[src/hdl/dtst_pkg.sv]
// ----------------------------------------------------------------------------
// dtst_pkg
// Types and constants shared by the deadline task slot table.
// ----------------------------------------------------------------------------
package dtst_pkg;

    localparam int DEF_SLOTS  = 16;
    localparam int MAX_FIRE   = 16;
    localparam int FIRE_W     = $clog2(MAX_FIRE + 1);
    localparam int NOW_W      = 32;
    localparam int DELAY_W    = 16;
    localparam int CODE_W     = 4;
    localparam int PARAM_W    = 16;
    localparam int SLOT_OUT_W = 4;
    localparam int KIND_W     = 2;

    localparam logic CMD_ADD  = 1'b0;
    localparam logic CMD_TICK = 1'b1;

    localparam logic [KIND_W-1:0] KIND_FIRED    = 2'd0;
    localparam logic [KIND_W-1:0] KIND_ACCEPTED = 2'd1;
    localparam logic [KIND_W-1:0] KIND_REJECTED = 2'd2;
    localparam logic [KIND_W-1:0] KIND_NONE     = 2'd3;

    localparam logic [CODE_W-1:0] CODE_EMPTY = '0;

    typedef struct packed {
        logic                      cmd;
        logic [DELAY_W-1:0]        delay_ms;
        logic [CODE_W-1:0]         task_code;
        logic signed [PARAM_W-1:0] task_param;
    } t_in_word;

    typedef struct packed {
        logic [KIND_W-1:0]         kind;
        logic [CODE_W-1:0]         fired_code;
        logic signed [PARAM_W-1:0] fired_param;
        logic [SLOT_OUT_W-1:0]     slot_index;
        logic                      last;
    } t_out_word;

    typedef struct packed {
        logic [CODE_W-1:0]         code;
        logic [NOW_W-1:0]          deadline;
        logic signed [PARAM_W-1:0] value;
    } t_slot_entry;

endpackage

[src/hdl/deadline_task_slot_table_top.sv]
// ----------------------------------------------------------------------------
// deadline_task_slot_table_top
// Timed task slot table with a millisecond counter. Add stores a task in
// the lowest free slot; tick advances the counter and fires due slots, up to MAX_FIRE.
//
//   channel | direction | handshake                   | word
//   --------+-----------+-----------------------------+-----------
//   in      | input     | i_in_valid / o_in_stall     | t_in_word
//   out     | output    | o_out_valid / i_out_stall   | t_out_word
//
// One item at a time. An add scans occupancy one slot a cycle. A tick
// reads the slot memory one slot a cycle through a registered read,
// and holds the scan while a fired word cannot go to a stalled output.
// Synchronous active-low reset empties all slots and clears the counter.
// Input is stalled until the last word of the item is in the output
// register.
// ----------------------------------------------------------------------------
module deadline_task_slot_table_top #(
    parameter int SLOTS = dtst_pkg::DEF_SLOTS
) (
    input  logic                i_clk,
    input  logic                i_rst_n,
    input  logic                i_in_valid,
    output logic                o_in_stall,
    input  dtst_pkg::t_in_word  i_in_data,
    output logic                o_out_valid,
    input  logic                i_out_stall,
    output dtst_pkg::t_out_word o_out_data
);
    import dtst_pkg::*;

    localparam int IDX_W = $clog2(SLOTS);
    localparam logic [IDX_W-1:0] IDX_LAST = IDX_W'(SLOTS - 1);

    localparam logic [1:0] ST_IDLE  = 2'd0;
    localparam logic [1:0] ST_ADD   = 2'd1;
    localparam logic [1:0] ST_TICK  = 2'd2;
    localparam logic [1:0] ST_FLUSH = 2'd3;

    logic [1:0]        r_state, n_state;
    logic [NOW_W-1:0]  r_now, n_now;
    logic [SLOTS-1:0]  r_occ, n_occ;
    logic [IDX_W-1:0]  r_rd_idx, n_rd_idx;
    logic              r_rd_on, n_rd_on;
    logic              r_cmp_vld, n_cmp_vld;
    logic [IDX_W-1:0]  r_cmp_idx, n_cmp_idx;
    logic [FIRE_W-1:0] r_fire_cnt, n_fire_cnt;
    t_out_word         r_held, n_held;
    logic              r_held_vld, n_held_vld;
    logic              r_out_vld, n_out_vld;
    t_out_word         r_out, n_out;
    logic [DELAY_W-1:0]        r_delay, n_delay;
    logic [CODE_W-1:0]         r_code, n_code;
    logic signed [PARAM_W-1:0] r_param, n_param;

    logic        wr_en;
    t_slot_entry wr_data;
    logic        rd_en;
    t_slot_entry rd_data;
    logic        can_push;
    logic        cmp_due;
    logic        freeze;
    t_out_word   fired_word;

    dtst_store #(
        .SLOTS (SLOTS)
    ) u_store (
        .i_clk     (i_clk),
        .i_wr_en   (wr_en),
        .i_wr_idx  (r_rd_idx),
        .i_wr_data (wr_data),
        .i_rd_en   (rd_en),
        .i_rd_idx  (r_rd_idx),
        .o_rd_data (rd_data)
    );

    assign can_push = !r_out_vld || !i_out_stall;
    assign cmp_due  = r_cmp_vld && r_occ[r_cmp_idx] && (rd_data.deadline <= r_now);
    assign freeze   = cmp_due && r_held_vld && !can_push;

    assign wr_data.code     = r_code;
    assign wr_data.deadline = r_now + NOW_W'(r_delay);
    assign wr_data.value    = r_param;

    always_comb begin
        fired_word.kind        = KIND_FIRED;
        fired_word.fired_code  = rd_data.code;
        fired_word.fired_param = rd_data.value;
        fired_word.slot_index  = SLOT_OUT_W'(r_cmp_idx);
        fired_word.last        = 1'b0;
    end

    always_comb begin
        n_state    = r_state;
        n_now      = r_now;
        n_occ      = r_occ;
        n_rd_idx   = r_rd_idx;
        n_rd_on    = r_rd_on;
        n_cmp_vld  = r_cmp_vld;
        n_cmp_idx  = r_cmp_idx;
        n_fire_cnt = r_fire_cnt;
        n_held     = r_held;
        n_held_vld = r_held_vld;
        n_delay    = r_delay;
        n_code     = r_code;
        n_param    = r_param;
        n_out      = r_out;
        n_out_vld  = r_out_vld && i_out_stall;
        wr_en      = 1'b0;
        rd_en      = 1'b0;

        unique case (r_state)
            ST_IDLE: begin
                if (i_in_valid) begin
                    n_held.kind        = KIND_REJECTED;
                    n_held.fired_code  = CODE_EMPTY;
                    n_held.fired_param = '0;
                    n_held.slot_index  = '0;
                    n_held.last        = 1'b1;
                    n_held_vld         = 1'b0;
                    n_rd_idx           = '0;
                    n_rd_on            = 1'b1;
                    n_cmp_vld          = 1'b0;
                    n_fire_cnt         = '0;
                    n_delay            = i_in_data.delay_ms;
                    n_code             = i_in_data.task_code;
                    n_param            = i_in_data.task_param;
                    if (i_in_data.cmd == CMD_TICK) begin
                        n_held.kind = KIND_NONE;
                        n_now       = r_now + NOW_W'(1);
                        n_state     = ST_TICK;
                    end else if (i_in_data.task_code == CODE_EMPTY) begin
                        n_state = ST_FLUSH;
                    end else begin
                        n_state = ST_ADD;
                    end
                end
            end
            ST_ADD: begin
                if (!r_occ[r_rd_idx]) begin
                    wr_en              = 1'b1;
                    n_occ[r_rd_idx]    = 1'b1;
                    n_held.kind        = KIND_ACCEPTED;
                    n_held.fired_code  = r_code;
                    n_held.fired_param = r_param;
                    n_held.slot_index  = SLOT_OUT_W'(r_rd_idx);
                    n_state            = ST_FLUSH;
                end else if (r_rd_idx == IDX_LAST) begin
                    n_state = ST_FLUSH;
                end else begin
                    n_rd_idx = r_rd_idx + IDX_W'(1);
                end
            end
            ST_TICK: begin
                if (!freeze) begin
                    rd_en     = r_rd_on;
                    n_cmp_vld = r_rd_on;
                    n_cmp_idx = r_rd_idx;
                    if (r_rd_on) begin
                        if (r_rd_idx == IDX_LAST) begin
                            n_rd_on = 1'b0;
                        end else begin
                            n_rd_idx = r_rd_idx + IDX_W'(1);
                        end
                    end
                    if (cmp_due) begin
                        if (r_held_vld) begin
                            n_out     = r_held;
                            n_out_vld = 1'b1;
                        end
                        n_held            = fired_word;
                        n_held_vld        = 1'b1;
                        n_occ[r_cmp_idx]  = 1'b0;
                        n_fire_cnt        = r_fire_cnt + FIRE_W'(1);
                    end
                    if (r_cmp_vld && ((r_cmp_idx == IDX_LAST) ||
                            (cmp_due && (r_fire_cnt + FIRE_W'(1) == FIRE_W'(MAX_FIRE))))) begin
                        n_state = ST_FLUSH;
                    end
                end
            end
            ST_FLUSH: begin
                if (can_push) begin
                    n_out      = r_held;
                    n_out.last = 1'b1;
                    n_out_vld  = 1'b1;
                    n_state    = ST_IDLE;
                end
            end
            default: begin
                n_state = ST_IDLE;
            end
        endcase
    end

    always_ff @(posedge i_clk) begin
        if (!i_rst_n) begin
            r_state    <= ST_IDLE;
            r_now      <= '0;
            r_occ      <= '0;
            r_rd_on    <= 1'b0;
            r_cmp_vld  <= 1'b0;
            r_held_vld <= 1'b0;
            r_out_vld  <= 1'b0;
            r_fire_cnt <= '0;
        end else begin
            r_state    <= n_state;
            r_now      <= n_now;
            r_occ      <= n_occ;
            r_rd_on    <= n_rd_on;
            r_cmp_vld  <= n_cmp_vld;
            r_held_vld <= n_held_vld;
            r_out_vld  <= n_out_vld;
            r_fire_cnt <= n_fire_cnt;
        end
    end

    always_ff @(posedge i_clk) begin
        r_rd_idx  <= n_rd_idx;
        r_cmp_idx <= n_cmp_idx;
        r_held    <= n_held;
        r_out     <= n_out;
        r_delay   <= n_delay;
        r_code    <= n_code;
        r_param   <= n_param;
    end

    assign o_in_stall  = (r_state != ST_IDLE);
    assign o_out_valid = r_out_vld;
    assign o_out_data  = r_out;

endmodule

[src/hdl/dtst_store.sv]
// ----------------------------------------------------------------------------
// dtst_store
// Slot memory: code, deadline and parameter of each slot. One write port,
// one read port with registered read data.
// ----------------------------------------------------------------------------
module dtst_store #(
    parameter int SLOTS = dtst_pkg::DEF_SLOTS
) (
    input  logic                        i_clk,
    input  logic                        i_wr_en,
    input  logic [$clog2(SLOTS)-1:0]    i_wr_idx,
    input  dtst_pkg::t_slot_entry       i_wr_data,
    input  logic                        i_rd_en,
    input  logic [$clog2(SLOTS)-1:0]    i_rd_idx,
    output dtst_pkg::t_slot_entry       o_rd_data
);
    import dtst_pkg::*;

    t_slot_entry r_mem [SLOTS];
    t_slot_entry r_rd_data;

    always_ff @(posedge i_clk) begin
        if (i_wr_en) begin
            r_mem[i_wr_idx] <= i_wr_data;
        end
    end

    always_ff @(posedge i_clk) begin
        if (i_rd_en) begin
            r_rd_data <= r_mem[i_rd_idx];
        end
    end

    assign o_rd_data = r_rd_data;

endmodule
[config.mk]
export PLATFORM = sky130hd
export DESIGN_NAME = deadline_task_slot_table_top
export DESIGN_NICKNAME = d
export VERILOG_FILES = /design/src/hdl/dtst_pkg.sv /design/src/hdl/deadline_task_slot_table_top.sv /design/src/hdl/dtst_store.sv
export SDC_FILE = /design/constraint.sdc
export NUM_CORES = 1
export LEC_CHECK = 0
export BUFFER_PORTS_ARGS = -buffer_cell sky130_fd_sc_hd__buf_2
export CORE_MARGIN = 2
export CORE_UTILIZATION = 35
export DETAILED_ROUTE_END_ITERATION = 16
export GPL_ROUTABILITY_DRIVEN = 0
export SLEW_MARGIN = 10
export SYNTH_ARGS = -nofsm -noshare
export SYNTH_HDL_FRONTEND = slang
export SYNTH_HIERARCHICAL = 1
export SYNTH_SLANG_ARGS = --single-unit
export TNS_END_PERCENT = 10
[constraint.sdc]
create_clock -name i_clk -period 7.1 [get_ports i_clk]
set_input_delay 0.355 -clock i_clk [delete_from_list [all_inputs] [get_ports i_clk]]
set_output_delay 0.355 -clock i_clk [all_outputs]
set_load 0.02 [all_outputs]
==> results.yml, run 1 <==
global_routing:
  grt_max_degree: 151
  grt_usage: 0.157
  grt_pass1_wl_mm: 142
  overflow: 0
  antenna_found_initial: 4
  grt_pass1_vias: 21950
setup_path:
  worst-path-max-fanout: 16
  worst_setup_path_end_kind: "flop"
  start_kind: "flop"
  crit_arrival_ns: 5.03
  worstSetupPathType: "flop to flop"
  critPathRequiredTime_ns: 7.40
logic_synthesis:
  ys_types: 67
  syn-num-nets: 2224
  syn_area_per_cell_sq_um: 19.3
  synthCells: 2123
  async_flop_share: 0
  synth_edf_count: 982
  synth_flop_cell: "edfxtp_1"
  yosysWarnings: 6
  synth-seq-cells: 1041
  yosysSeqAreaShare: 0.747
  netlist_area_sq_um: 41000
clock_network:
  cts_resized: 0
  hold_buffers: 36
  cts_tree: "built"
  cts.sinks: 1041
  cts_max_level: 3
  clockBufferDepth: 3
  insertion_delay_ns: 0.67
  post_cts_buffers: 0
  cts_root_buf: "clkbuf_16"
  numCtsBuffers: 101
  clkTransAtPathRegs_ns: 0.06
timing:
  finalCritPeriodShare: 0.667
  period_needed_ns: 4.73
  relSlewSlack: 0.164
  finalHoldViolCount: 0
  clock.fmax_ghz: 0.211
  worst_slew_pin_slew_ns: 1.25
  maxSlewViolCount: 0
  rsz0062_at_grt: "no"
  clock_skew_ns: 0.0259
  finalSetupViolCount: 0
  whs_ns: 0.142
  finalSetupTns_ns: 0
floorplan:
  rows: 125
  die_area_sq_um: 120000
  dieHeight_microns: 346
  ioPinCount: 70
  start_util: 0.353
  die_x_microns: 346
  core-area_sq_um: 116000
detailed_routing:
  drc: 0
  drtPass1Iterations: 7
  wl_per_cell_microns: 24.4
  drt_iter0_drc: 2084
  via_count: 20905
  wl_mm: 94.8
  ant_nets: 0
  avgViaCountPerCell: 5.39
final_layout:
  register_area_sq_um: 30700
  multi_input_area_sq_um: 9950
  layout-drive-gt1-share: 0.221
  final_common_cell: "edfxtp_1"
  final_cell_mix: "982 x edfxtp_1, 217 x mux4_2, 108 x nand2_1"
  final_net_count: 2376
  n_antenna_cell: 0
  n_fill_cell: 10136
  layout-area-overhead-vs-synth_pct: 14.6
run:
  maxCapViolations: 0
placed_design:
  io_buffers: 69
  dp_hpwl_mm: 52.0
power_and_ir_drop:
  p_leak_nw: 15.0
  ir_worst_vdd_mv: 0.301
  power.total_mw: 17.0
  powerDensity_nw_per_um2: 362
worst_hold_path:
  hold_path_class: "input pin to flop"
run_status:
  status: "complete, no violations"
## power by group
part	switching [mW]	internal, mW
clock network	2.25	3.09
logic	2.32	1.58
registers	0.292	7.49
total	4.86	12.2
## final cells by class
| cell class | count | area share |
|---|---|---|
| Clock buffer | 121 | 0.0562 |
| Multi-Input combinational cell | 937 | 0.211 |
| Timing Repair Buffer | 143 | 0.0224 |
| Tap cell | 1524 | 0.0405 |
| Clock inverter | 65 | 0.0134 |
| Sequential cell | 1041 | 0.652 |
| Inverter | 51 | 0.00407 |
## sequential cells by signal (all words and copies together), names as in the netlist
| register | cells |
|---|---|
| u_store/o_rd_data | 52 |
| r_fire_cnt | 5 |
| r_cmp_vld | 1 |
| r_code | 4 |
| r_held | 27 |
| r_occ | 16 |
| u_store/r_mem | 832 |
| o_out_valid | 1 |
| r_held_vld | 1 |
| r_now | 32 |
| r_state | 2 |
| o_out_data | 27 |
| r_delay | 16 |
| r_rd_idx | 4 |
| r_param | 16 |
| r_rd_on | 1 |
| r_cmp_idx | 4 |
## worst paths after layout
path	from	endpoint	slack, ns	cells after the start
worst max-delay path	r_now[0]	u_store/r_mem[9][46]	2.37	11
worst min-delay path	i_in_data[36]	r_held[25]	0.14	2
worst max register to register	r_now[0]	u_store/r_mem[9][46]	2.37	11
worst min register to register	r_held[1]	o_out_data[1]	0.42	0
## cells by family after synthesis
family,synth area share
multiplexers,0.120
buffers and inverters,0.0169
AND/OR/NAND/NOR,0.0396
flip-flops,0.747
XOR/XNOR,0.0122
AO/OA/AOI/OAI,0.0457
adder cells (fa/ha/maj),0.0185
## metal layers
metal / vias up / GRT usage / share of wire
met5: - / 0 / 0
met2: 672 / 0.270 / 0.51
met1: 11106 / 0.209 / 0.42
met4: 0 / 0.0483 / 0.022
met3: 141 / 0.0187 / 0.054
li1: 8986 / - / -
## synthesized netlist by cell type, drive strengths merged, types with 32 or more instances
cell type,n,share of area
nand2,108,0.0099
dfxtp,59,0.029
mux4,217,0.12
xnor2,55,0.012
nand3,32,0.0039
inv,49,0.0045
clkbuf,53,0.0048
nor2,79,0.0072
edfxtp,982,0.72
buf,41,0.0073
a22oi,104,0.019
ha,59,0.018
a21oi,53,0.0065
## worst max-delay path: stages (launching register included)
cell      delay, ns
dfxtp_1        0.43
ha_1           0.22
inv_1          0.06
fa_1           0.42
nor2b_1        0.13
o21a_1         0.14
o21ai_0        0.18
a211oi_1       0.48
o21bai_1       0.26
o21ai_0        0.83
nand4_1        0.25
xnor2_1        0.95
## per-stage QoR
| step | utilization | setup slack [ns] | cells | cell area (sq um) |
|---|---|---|---|---|
| detailed placement | 0.373 | 2.30 | 3660 | 43300 |
| finish | 0.405 | 2.37 | 3882 | 47000 |
| CTS | 0.404 | 2.27 | 3882 | 46900 |
| global placement | 0.373 | 2.49 | 3660 | 43300 |
| global route | 0.405 | 1.97 | 3882 | 47000 |
| floorplan | - | 0.627 | 2123 | 41000 |
Power figures use the tool's default switching activity.
==> run 2, diff against run 1 <==
clock period = 4.7 ns   (was 7.1 ns; I/O delays follow)
==> results.yml, run 2 (synthesis gave the netlist of run 1 again) <==
floorplan:
  rows: 125
  ioPinCount: 70
  core-area_sq_um: 116000
  dieHeight_microns: 346
  die_area_sq_um: 120000
  start_util: 0.353
  die_x_microns: 346
setup_path:
  worstSetupPathType: "flop to flop"
  critPathMaxStageDelay_ns: 0.69
  reg2reg_depth: 11
  crit_buf_inv: 3
  critical-path-top-delay-family: "simple AND/OR/NAND/NOR gates"
  worst_path_max_delay_cell: "buf_4"
  path_common_cell: "buf_4"
  r2r_setup_slack_ns: 0.57
  start_kind: "flop"
  worst-path-max-fanout: 52
  worst_setup_path_end_kind: "flop"
  crit_path_end: "u_store/o_rd_data[19]"
  crit_chain: "inv_1, ha_1, nand4_1, a2111oi_0, nor4b_1, buf_4, o211a_1, and3_1, nor2_1, and2_2, buf_4"
  timing.rr.end: "u_store/o_rd_data[19]"
  startpoint: "r_now[12]"
  crit_arrival_ns: 4.41
  crit_cells: 11
  r2r_start: "r_now[12]"
  critPathRequiredTime_ns: 4.98
clock_network:
  clockBufferDepth: 3
  cts_root_buf: "clkbuf_16"
  clkTransAtPathRegs_ns: 0.06
  hold_buffers: 37
  cts_max_level: 3
  cts.sinks: 1041
  cts_tree: "built"
  insertion_delay_ns: 0.67
  numCtsBuffers: 97
  cts_resized: 0
  post_cts_buffers: 0
timing:
  clock.fmax_ghz: 0.242
  clock_skew_ns: 0.0221
  finalCritPeriodShare: 0.878
  worst_slew_pin_slew_ns: 1.19
  relSlewSlack: 0.203
  setup_ws_ns: 0.572
  finalHoldViolCount: 0
  period_needed_ns: 4.13
  finalSetupViolCount: 0
  maxSlewViolCount: 0
  whs_ns: 0.0849
  rsz0062_at_grt: "no"
run_status:
  status: "complete, no violations"
run:
  maxCapViolations: 0
final_layout:
  n_fill_cell: 10154
  layout-area-overhead-vs-synth_pct: 14.9
  n_antenna_cell: 0
  layout-drive-gt1-share: 0.225
  regMostFlops: "u_store/r_mem"
  final_cell_mix: "982 x edfxtp_1, 217 x mux4_2, 108 x nand2_1"
  final_net_count: 2403
  largest_reg_flops: 832
  final_common_cell: "edfxtp_1"
global_routing:
  overflow: 0
  grt_usage: 0.156
  grt_pass1_vias: 21844
  antenna_found_initial: 3
  grt_pass1_wl_mm: 141
  grt_max_degree: 119
detailed_routing:
  drt_iter0_drc: 2066
  avgViaCountPerCell: 5.36
  wl_per_cell_microns: 24.1
  wl_mm: 94.2
  drtPass1Iterations: 6
  ant_nets: 0
  via_count: 20952
  drc: 0
power_and_ir_drop:
  ir_worst_vdd_mv: 0.732
  powerDensity_nw_per_um2: 541
  p_leak_nw: 15.0
worst_hold_path:
  hold_path_class: "input pin to flop"
placed_design:
  io_buffers: 69
  dp_slack_ns: 0.576
  dp_hpwl_mm: 54.1
## run 2: cell count changes in the layout (fill, tap and decap cells not counted), moves of 3 or more
cell,before,now
buf_12,5,13
buf_4,33,55
bufinv_16,12,8
clkbuf_1,18,27
clkbuf_8,0,5
clkinv_1,26,13
clkinv_2,18,24
clkinvlp_4,5,2
xnor2_1,41,54
xnor2_2,14,1
## run 2: power breakdown
group	leakage, nW	internal, mW	total, mW	switching, mW
combinational	4.06	2.42	6.01	3.59
sequential	9.39	11.3	11.7	0.384
clock	1.56	4.47	7.81	3.34
## run 2: worst min-delay path by stage
stage | cells past startpoint | from | slack, ns | end
after floorplan | 0 | i_in_data[16] | 0.33 | r_code[0]
after global routing | 2 | i_rst_n | 0.1 | r_state[1]
final | 4 | i_in_valid | 0.08 | r_rd_on
after detailed placement | 0 | r_held[16] | 0.41 | o_out_data[16]
after global placement | 0 | r_held[10] | 0.40 | o_out_data[10]
after CTS | 4 | i_in_valid | 0.03 | r_rd_on
## run 2: layout make-up
cell class              count  area [sq um]  area share
flip-flops and latches   1041         30700       0.650
multi-input cells         937          9850       0.209
clock buffers             133          2700      0.0572
well taps                1524          1910      0.0404
repair buffers            174          1390      0.0294
clock inverters            50           468     0.00992
inverters                  51           191     0.00406
## run 2: metrics by stage
step | area [sq um] | utilization | instances | power [mW] | TNS, ns
4_1_cts | 47200 | 0.406 | 3910 | 25.8 | 0
3_5_place_dp | 43600 | 0.375 | 3690 | 18.0 | 0
3_3_place_gp | 43600 | 0.375 | 3690 | 17.9 | 0
2_1_floorplan | 41000 | - | 2123 | 16.0 | -324.52
6_report | 47200 | 0.406 | 3910 | 25.5 | 0
5_1_grt | 47200 | 0.406 | 3910 | 26.6 | 0
## run 2: tightest hold or removal path: stages
cell     delay, ns
buf_2         0.13
nor2_1        0.13
nor2_1        0.13
a21oi_1       0.07
## run 2: per-layer routing
layer,up-vias,part of all wire,wire (microns),GRT usage
met1,11182,0.43,40300,0.207
met2,582,0.51,47700,0.270
met5,-,0,0,0
li1,9042,-,-,-
met3,146,0.045,4270,0.0197
met4,0,0.021,1990,0.0430
